$ cat src/rtl/pn2d_pkg.sv
// shared types, constants and the gradient function of the 2d gradient noise block
// no dependencies
package pn2d_pkg;

   localparam int TBL_AW  = 8;
   localparam int TBL_DEPTH = 256;
   localparam int GW      = 21;
   localparam logic [16:0] ONE_Q = 17'd65536;

   localparam logic CMD_LOAD  = 1'b0;
   localparam logic CMD_QUERY = 1'b1;

   localparam logic [1:0] GRAD_PP = 2'd0;
   localparam logic [1:0] GRAD_NP = 2'd1;
   localparam logic [1:0] GRAD_YX = 2'd2;
   localparam logic [1:0] GRAD_NN = 2'd3;

   typedef struct packed {
      logic              en;
      logic [TBL_AW-1:0] addr;
      logic [7:0]        data;
   } pn2d_wr_type;

   // diagonal gradient picked by the low two hash bits
   function automatic logic signed [GW-1:0] grad(input logic [7:0] hash,
                                                 input logic signed [GW-1:0] x,
                                                 input logic signed [GW-1:0] y);
      logic signed [GW-1:0] g;
      begin
         case (hash[1:0])
            GRAD_PP: g = x + y;
            GRAD_NP: g = y - x;
            GRAD_YX: g = y - x;
            GRAD_NN: g = -y - x;
            default: g = x + y;
         endcase
         grad = g;
      end
   endfunction

endpackage

$ cat src/rtl/pn2d_fade.sv
// three stage quintic fade 6t^5 - 15t^4 + 10t^3 in q0.16, result capped at one
// uses pn2d_pkg
module pn2d_fade (
   input  logic        clock,
   input  logic        en,
   input  logic [15:0] t,
   output logic [16:0] fade
);
   import pn2d_pkg::*;

   logic [15:0]        t1_ff, t2_ff, t3_ff;
   logic [31:0]        sq;
   logic [31:0]        cube;
   logic signed [21:0] poly;
   logic [20:0]        poly_in, poly_ff;
   logic [36:0]        prod;
   logic [20:0]        prod_hi;
   logic [16:0]        fade_in, fade_ff;

   assign sq   = 32'(t) * 32'(t);
   assign cube = 32'(t2_ff) * 32'(t1_ff);
   assign poly = 22'sd6 * $signed({6'd0, t2_ff}) - 22'sd15 * $signed({6'd0, t1_ff})
               + 22'sd655360;
   assign poly_in = poly[21] ? '0 : poly[20:0];
   assign prod    = 37'(t3_ff) * 37'(poly_ff);
   assign prod_hi = prod[36:16];
   assign fade_in = (prod_hi > 21'(ONE_Q)) ? ONE_Q : prod_hi[16:0];

   always_ff @(posedge clock) begin
      if (en) begin
         t1_ff   <= t;
         t2_ff   <= sq[31:16];
         t3_ff   <= cube[31:16];
         poly_ff <= poly_in;
         fade_ff <= fade_in;
      end
   end

   assign fade = fade_ff;

endmodule

$ cat config.mk
export PLATFORM = sky130hd
export DESIGN_NAME = pn2d_fade
export DESIGN_NICKNAME = d
export VERILOG_FILES = /design/src/rtl/pn2d_pkg.sv /design/src/rtl/pn2d_fade.sv
export SDC_FILE = /design/constraint.sdc
export NUM_CORES = 2
export LEC_CHECK = 0
export ABC_AREA = 1
export BUFFER_PORTS_ARGS = -buffer_cell sky130_fd_sc_hd__buf_2
export CORE_MARGIN = 1
export CORE_UTILIZATION = 61
export CTS_CLUSTER_SIZE = 12
export DETAILED_ROUTE_END_ITERATION = 10
export PLACE_DENSITY = 0.86
export SLEW_MARGIN = 10
export SYNTH_ARGS = -nofsm -noshare
export SYNTH_HDL_FRONTEND = slang
export SYNTH_SLANG_ARGS = --single-unit
export TNS_END_PERCENT = 30
$ cat constraint.sdc
create_clock -name clock -period 7.6 [get_ports clock]
set_input_delay 2.28 -clock clock [delete_from_list [all_inputs] [get_ports clock]]
set_output_delay 2.28 -clock clock [all_outputs]
set_load 0.01 [all_outputs]
==> reports/qor.txt <==
outcome -> finished clean
DRT iter0 DRCs -> 2,237
vias -> 26,400
Synth-to-Final Area Change -> 3.83%
largest net degree at the start of global routing -> 70
global-route wire length before repair -> 135,000 um
compound-gate portion of the synthesized area -> 4.59%
Slowest cell on crit path -> fa_1
mux contribution to synthesized area -> 0%
clock root cell -> clkbuf_16
R2R setup slack -> 0.61 ns
CP Data Arrival Time -> 7.51 ns
starting density of the core -> 61.9%
# setup viols final -> 0
final net count -> 5,241
Slew HR -> 22.3%
CP endpoint kind -> flip-flop
vias in the first global route -> 28,100
Worst path max stage delay -> 0.54 ns
vias per cell -> 5.38
Die Y -> 236 um
worst slew pin tran -> 1.17 ns
worst setup margin -> 0.329 ns
drt pass-1 iters -> 7
syn avg cell area -> 7.85 um2
core footprint -> 0.0539 mm2
global route total overflow -> 0
Most common cell on crit path -> inv_1
Worst Path Max Fanout -> 8
Detail Placement HPWL -> 63,800 um
chip width -> 236 um
# diodes -> 0
fin crit share -> 95.7%
WP data required -> 7.84 ns
cells after synthesis -> 4,250
Num CTS Buffers -> 9
Synth Net Count -> 5,287
simple-gate share of the synthesized area -> 16.2%
I/O pins -> 35
IO Port Bufs -> 34
GPL Wtd Cong -> 0.981
total die area -> 0.0556 mm2
adder-cell share of the synthesized area -> 53.2%
register bit total from synthesis -> 86
max_cap viols -> 0
WL/cell -> 15.9 um
final count of hold timing violations -> 0
CP Class -> primary input to flip-flop
Cell variety after synth -> 44
worst skew pair latency -> 0.40 ns
Final ANT Viol Nets -> 0
CTS Hold Buffers Added -> 0
synthesized area -> 0.0334 mm2
XOR/XNOR Fraction of Synth Area -> 1.97%
Remaining DRCs -> 0
final slew viol count -> 0
Seq/Total Area, Yosys -> 7.74%
Setup crit start kind -> primary input
DRT Wirelength -> 78,200 um
GRT Util Overall -> 30.0%
initial antenna violation count -> 0
clock skew -> 0.0186 ns
Worst-path clk slew -> 0.08 ns
Yosys warning count -> 0
H-Tree Depth -> 3
Hold Path Class -> flip-flop to flip-flop
unrepaired setup endpoints after global routing -> false
Core Rows -> 85
Clock Sinks -> 86
largest family of logic cells by synthesized area -> adder cells
Setup Slack @ Placement -> -0.0927 ns
CTS tree -> yes
Fin Hold WS -> 1.30 ns
clock buffer depth -> 2
share of cells above drive strength 1 -> 4.02%
crit path time final -> 7.27 ns
Fmax achieved -> 138 MHz
-- through the flow --
step | TNS (ns) | utilization [%] | instances | area (um2)
global route | 0 | 64.3 | 4905 | 34600
global placement | -0.0163 | 63.7 | 4888 | 34300
finish | 0 | 64.3 | 4905 | 34600
CTS | 0 | 64.2 | 4904 | 34600
floorplan | 0 | - | 4250 | 33400
detailed placement | -0.191 | 63.7 | 4888 | 34300
-- flip-flops by register name, summed over array words and instances (netlist names) --
register,count
fade,17
t3_ff,16
t1_ff,16
poly_ff,21
t2_ff,16
-- what timing repair did --
| item | in CTS | in global routing |
|---|---|---|
| setup buffers | 0 | 1 |
| setup endpoints to repair | 0 | 1 |
| gates resized for setup | 0 | 1 |
-- synth_stat cells, drive strengths merged --
cell / n / area [um2]
nand3b: 5 / 41.3
a21oi: 150 / 792
nor2: 141 / 554
edfxtp: 86 / 2580
and2: 2 / 12.5
o31ai: 5 / 37.5
a21boi: 2 / 15.0
nand3: 66 / 350
nand4: 21 / 146
inv: 1278 / 4800
nor3: 20 / 100
xor2: 45 / 394
o21bai: 12 / 90.1
a211oi: 2 / 15.0
a21o: 7 / 52.6
ha: 354 / 4430
or2: 8 / 50.1
o21ai: 60 / 300
nor3b: 1 / 12.5
clkbuf: 162 / 608
o311ai: 1 / 8.76
o21a: 8 / 60.1
o2111ai: 1 / 8.76
nor4: 6 / 37.5
buf: 4 / 37.5
nand2: 1087 / 4110
xnor2: 30 / 263
and3: 1 / 6.26
a31oi: 7 / 43.8
o211a: 1 / 10.0
a221oi: 2 / 17.5
o221ai: 3 / 26.3
fa: 665 / 13300
o211ai: 7 / 52.6
-- cells in the final DEF, fill, tap and decap left out, types with 3 or more instances in the layout --
cell type | synthesis | final
edfxtp_1 | 86 | 86
nand3b_1 | 4 | 4
o21bai_1 | 12 | 12
nor2_1 | 135 | 135
xnor2_1 | 30 | 30
a21oi_2 | 11 | 11
a31oi_1 | 7 | 7
nand3_1 | 62 | 62
nor4_1 | 6 | 5
o21ai_1 | 7 | 7
nand2_2 | 10 | 10
xor2_1 | 45 | 45
clkbuf_16 | 0 | 9
a21oi_1 | 139 | 139
buf_2 | 0 | 33
ha_1 | 354 | 354
nand3_2 | 4 | 4
nor3_1 | 20 | 20
o21a_1 | 8 | 8
o31ai_1 | 5 | 5
o211ai_1 | 7 | 7
o221ai_1 | 3 | 3
a21o_1 | 7 | 7
buf_4 | 2 | 75
or2_2 | 8 | 8
nand4_1 | 20 | 20
o21ai_0 | 53 | 53
fa_1 | 665 | 665
nand2_1 | 1077 | 1077
nor2_2 | 4 | 4
inv_1 | 1277 | 1277
-- critical path: cells and delay by family --
kind | cells | cell delay (ns)
AOI/OAI and AO/OA | 1 | 0.29
xor gates and xnor gates | 1 | 0.17
adders and majority gates | 7 | 3.35
buffers and inverters | 9 | 0.62
and+or+nand+nor | 9 | 0.82
-- worst paths after layout --
kind	start	endpoint	cells after the start
max	t[2]	t2_ff[14]	27
max reg2reg	t3_ff[4]	fade[3]	27
min reg2reg	t2_ff[0]	poly_ff[0]	4
min	t2_ff[0]	poly_ff[0]	4
-- cells by family (layout without fill, tap and decap cells) --
kind of cell	after synthesis	count (layout)
AND/OR/NAND/NOR	1358	1358
adder cells (fa/ha/maj)	1019	1019
buffers and inverters	1444	1403
XOR/XNOR	75	75
AO/OA/AOI/OAI	268	268
flip-flops	86	86
-- area by class of cell --
type | count | area, um2
Multi-Input combinational cell | 2720 | 25400
Clock buffer | 9 | 225
Timing Repair Buffer | 109 | 748
Fill cell | 4276 | 19300
Sequential cell | 86 | 2580
Inverter | 1278 | 4800
Clock inverter | 7 | 73.8
Tap cell | 696 | 871
-- metal layers --
metal	vias up	track usage (%)	routed length, um
li1	12100	-	-
met1	12800	39.7	31400
met2	1290	50.2	37000
met3	197	5.66	7630
met4	0	8.75	2110
met5	-	0	0
Power is not shown: default switching activity piles up to over one toggle a cycle in this logic, so the estimate is an artifact.
