==> config.mk <==
export PLATFORM = sky130hd
export DESIGN_NAME = pn2d_perm_mem
export DESIGN_NICKNAME = d
export VERILOG_FILES = /design/src/rtl/pn2d_pkg.sv /design/src/rtl/pn2d_perm_mem.sv
export SDC_FILE = /design/constraint.sdc
export NUM_CORES = 2
export LEC_CHECK = 0
export BUFFER_PORTS_ARGS = -buffer_cell sky130_fd_sc_hd__buf_2
export CAP_MARGIN = 20
export CORE_ASPECT_RATIO = 0.8
export CORE_MARGIN = 2
export CORE_UTILIZATION = 40
export DETAILED_ROUTE_END_ITERATION = 8
export MAX_ROUTING_LAYER = met4
export PLACE_DENSITY_LB_ADDON = 0.1
export SLEW_MARGIN = 20
export SYNTH_ARGS = -nofsm -noshare
export SYNTH_HDL_FRONTEND = slang
export SYNTH_SLANG_ARGS = --single-unit
==> constraint.sdc <==
create_clock -name clock -period 3.2 [get_ports clock]
set_clock_uncertainty 0.2 [all_clocks]
set_input_delay 0.32 -clock clock [delete_from_list [all_inputs] [get_ports clock]]
set_output_delay 0.32 -clock clock [all_outputs]
set_load 0.005 [all_outputs]
==> src/rtl/pn2d_pkg.sv <==
// shared types, constants and the gradient function of the 2d gradient noise block
// no dependencies
package pn2d_pkg;

   localparam int TBL_AW  = 8;
   localparam int TBL_DEPTH = 256;
   localparam int GW      = 21;
   localparam logic [16:0] ONE_Q = 17'd65536;

   localparam logic CMD_LOAD  = 1'b0;
   localparam logic CMD_QUERY = 1'b1;

   localparam logic [1:0] GRAD_PP = 2'd0;
   localparam logic [1:0] GRAD_NP = 2'd1;
   localparam logic [1:0] GRAD_YX = 2'd2;
   localparam logic [1:0] GRAD_NN = 2'd3;

   typedef struct packed {
      logic              en;
      logic [TBL_AW-1:0] addr;
      logic [7:0]        data;
   } pn2d_wr_type;

   // diagonal gradient picked by the low two hash bits
   function automatic logic signed [GW-1:0] grad(input logic [7:0] hash,
                                                 input logic signed [GW-1:0] x,
                                                 input logic signed [GW-1:0] y);
      logic signed [GW-1:0] g;
      begin
         case (hash[1:0])
            GRAD_PP: g = x + y;
            GRAD_NP: g = y - x;
            GRAD_YX: g = y - x;
            GRAD_NN: g = -y - x;
            default: g = x + y;
         endcase
         grad = g;
      end
   endfunction

endpackage

==> src/rtl/pn2d_perm_mem.sv <==
// one copy of the permutation table: one write port, two registered read ports
// entries never written read as their own index; uses pn2d_pkg
module pn2d_perm_mem (
   input  logic                      clock,
   input  logic                      reset,
   input  logic                      en,
   input  pn2d_pkg::pn2d_wr_type     wr,
   input  logic [pn2d_pkg::TBL_AW-1:0] rd_addr_a,
   input  logic [pn2d_pkg::TBL_AW-1:0] rd_addr_b,
   output logic [7:0]                rd_data_a,
   output logic [7:0]                rd_data_b
);
   import pn2d_pkg::*;

   logic [7:0]           mem [TBL_DEPTH];
   logic [TBL_DEPTH-1:0] written_ff;
   logic [7:0]           data_a_ff, data_b_ff;
   logic [TBL_AW-1:0]    addr_a_ff, addr_b_ff;
   logic                 hit_a_ff, hit_b_ff;

   always_ff @(posedge clock) begin
      if (en && wr.en) begin
         mem[wr.addr] <= wr.data;
      end
      if (en) begin
         data_a_ff <= mem[rd_addr_a];
         data_b_ff <= mem[rd_addr_b];
         addr_a_ff <= rd_addr_a;
         addr_b_ff <= rd_addr_b;
      end
   end

   always_ff @(posedge clock) begin
      if (reset) begin
         written_ff <= '0;
         hit_a_ff   <= 1'b0;
         hit_b_ff   <= 1'b0;
      end else if (en) begin
         hit_a_ff <= written_ff[rd_addr_a];
         hit_b_ff <= written_ff[rd_addr_b];
         if (wr.en) begin
            written_ff[wr.addr] <= 1'b1;
         end
      end
   end

   // identity order until an entry is loaded
   assign rd_data_a = hit_a_ff ? data_a_ff : 8'(addr_a_ff);
   assign rd_data_b = hit_b_ff ? data_b_ff : 8'(addr_b_ff);

endmodule

==> results.cfg <==
[outcome]
status = complete, no violations

[cells_and_area]
drive_above_1_share = 0.381
syn2layout_area_growth_pct = 18.9
fillers = 22149
finalNetCount = 6702
stdcell_count = 10383

[logic_synthesis]
avgSynthCellArea_sq_um = 18.1
syn_nets = 5907
synth_edf_count = 2080
synth_ff_type = edfxtp_1
synth_cell_types = 57
synth-async-reset-ratio = 0
syn_area_sq_um = 106000
ys_seq_area_frac = 0.636
yosysWarnings = 0
syn_inst = 5871
ys_ff_latch = 2338

[critical_path]
crit_required_ps = 3670
crit_fanout = 2
crit_chain = mux4_2 -> a22oi_1 -> a21oi_1 -> nor4_2 -> buf_4 -> o22ai_1 -> or2_1
worstPathArrival_ps = 3600
cp_top_family = simple AND/OR/NAND/NOR gates
critPathKind = register to register
start_kind = register
r2r_slack_ps = 80
worst-r2r-cell-count = 7
timing.rr.start = mem[115][2]
crit_slowest_cell = nor4_2
reg2reg_to = data_b_ff[2]
max_stage_delay_ps = 740
cp.buffers_inverters = 1
crit_path_start = mem[115][2]
end_kind = register

[floorplan]
io_pins = 52
core_area_sq_um = 265000
initial_utilization = 0.402
die_x_microns = 581
die_area_sq_um = 270000
fp.dieH_microns = 465
row_count = 169

[cts]
root_buffer = clkbuf_16
cts_tree = done
clk_latency_ps = 930
clockBufferDepth = 4
htreeDepth = 4
cts_setup_buffers = 0
clkTransAtPathRegs_ps = 60
cts_buffers = 246
cts_sinks = 2338

[sta]
slew_viol_final = 0
slew_headroom = 0.276
finalSetupTns_ps = 0
finalCriticalPeriod_ps = 3120
setup_viol = 0
rsz0062_at_grt = false
hold_viol_final = 0
max_freq_ghz = 0.320
worst-slew-pin-transition_ps = 1090
fin_crit_sh = 0.976

[placed_design]
routabilityCongestion = 0.923
portBuffers = 51
dp_hpwl_microns = 258000
placedCellCount = 9890

[power_and_ir_drop]
seqPwrFrac = 0.491
comb_power_share = 0.091
p_int_mw = 52.0
peakVddDrop_uv = 469
p_switching_mw = 16.0
power_frac_clock = 0.418
p_sw_frac = 0.235
power_leakage_nw = 40.7
powerDensity_nw_per_um2 = 537

[grt]
grt_overflow = 0
grt_pass1_wl_microns = 520000
grt_max_degree = 124
grtUsageTotal = 0.283
grt_pass1_vias = 64500
grt_antenna_before_repair = 23

[detailed_routing]
drc = 0
wire_per_inst_microns = 36.0
drt_iter0_markers = 9324
final_antenna_net_count = 0
vias = 65773
drt_pre_antenna_iters = 5
vias_per_cell = 6.33
routed_wl_microns = 374000

[worst_hold_path]
min-delay-path-class = input port to register
worstHoldEndpoint = mem[63][1]
hold_path_depth = 4
min_from = wr[11]

[job]
maxCapViolations = 0
-- cells in the final DEF (no fill, tap or decap), drive strengths merged, types with 9 or more instances in the layout --
| cell | n |
|---|---|
| edfxtp | 2080 |
| nor2b | 14 |
| nor2 | 726 |
| o22ai | 43 |
| a21oi | 262 |
| mux4 | 1144 |
| nor3 | 9 |
| nor4 | 65 |
| nand2b | 13 |
| buf | 1000 |
| or2 | 23 |
| nand2 | 51 |
| dlygate4sd3 | 33 |
| clkbuf | 330 |
| bufinv | 17 |
| dfxtp | 258 |
| nand3 | 18 |
| o21ba | 30 |
| mux2i | 41 |
| clkinvlp | 12 |
| clkinv | 93 |
| a22oi | 522 |
| o221ai | 12 |
| mux2 | 18 |
-- worst max path at each step --
stage / endpoint / slack, ps / depth (start not counted)
CTS: data_a_ff[0] / 3 / 7
global placement: data_a_ff[3] / -1460 / 11
floorplan: data_a_ff[0] / 430 / 10
global route: data_a_ff[3] / 50 / 13
detailed placement: data_b_ff[2] / -950 / 10
finish: data_b_ff[2] / 80 / 7
-- synthesized netlist by cell type (41+ instances only) --
| master | count | area [sq um] |
|---|---|---|
| o22ai_1 | 43 | 269 |
| edfxtp_1 | 2080 | 62500 |
| a21oi_1 | 262 | 1310 |
| clkbuf_1 | 298 | 1120 |
| buf_2 | 97 | 485 |
| dfxtp_1 | 258 | 5160 |
| a22oi_1 | 515 | 3870 |
| nand2_1 | 51 | 191 |
| nor2_1 | 726 | 2730 |
| buf_1 | 44 | 165 |
| mux4_2 | 1144 | 25800 |
| nor4_1 | 64 | 400 |
| mux2i_1 | 41 | 410 |
-- area by class of cell --
type	instances	area (sq um)	area share
Sequential cell	2338	67600	0.535
Multi-Input combinational cell	3042	36800	0.291
Timing Repair Buffer	1033	9800	0.0775
Clock buffer	330	6800	0.0537
Tap cell	3505	4390	0.0347
Clock inverter	123	1060	0.00838
Inverter	5	18.8	0.000148
Antenna cell	7	17.5	0.000139
-- per-layer routing --
layer,GRT usage,share of wire,vias up
li1,-,-,26380
met1,0.412,0.43,35399
met2,0.407,0.44,3423
met3,0.0521,0.093,571
met4,0.0810,0.035,0
met5,-,0,-
-- cells by family after synthesis --
logic type / after synthesis / share of synthesized area
flops: 2338 / 0.636
buf+inv: 491 / 0.0211
simple gates: 937 / 0.0368
compound gates: 902 / 0.0583
mux: 1203 / 0.248
-- through the flow --
stage	total power [mW]	instance area (sq um)	util	setup WS, ps	hold slack (ps)
floorplan	36.8	106000	-	433	219
global placement	40.0	118000	0.446	-1460	263
detailed placement	40.1	118000	0.446	-945	276
CTS	68.4	126000	0.477	2.92	5.40
global route	69.8	126000	0.478	48.1	21.2
finish	67.9	126000	0.478	75.7	64.7
-- power by group through the flow --
stage | logic (mW) | registers (mW) | clock network [mW]
2_1_floorplan | 2.87 | 33.9 | 0
3_3_place_gp | 6.05 | 34.0 | 0
6_report | 6.19 | 33.3 | 28.4
5_1_grt | 6.40 | 33.3 | 30.1
3_5_place_dp | 6.09 | 34.0 | 0
4_1_cts | 6.14 | 33.3 | 28.9
-- what timing repair did --
item	CTS	global route
endpoints found under the setup margin	6	5
hold buffers	33	0
gates resized for setup	6	7
endpoints found under the hold margin	1425	0
-- registers in the layout, summed over array words and instances, names as in the netlist --
name	cells
addr_b_ff	8
hit_b_ff	1
hit_a_ff	1
data_a_ff	8
addr_a_ff	8
data_b_ff	8
written_ff	256
mem	2048
-- worst min-delay path: stages --
cell and delay, ps:
buf_2 180, nand3_2 90, buf_4 240, nor2_1 140
No activity file was read; power rests on OpenSTA's default activity.
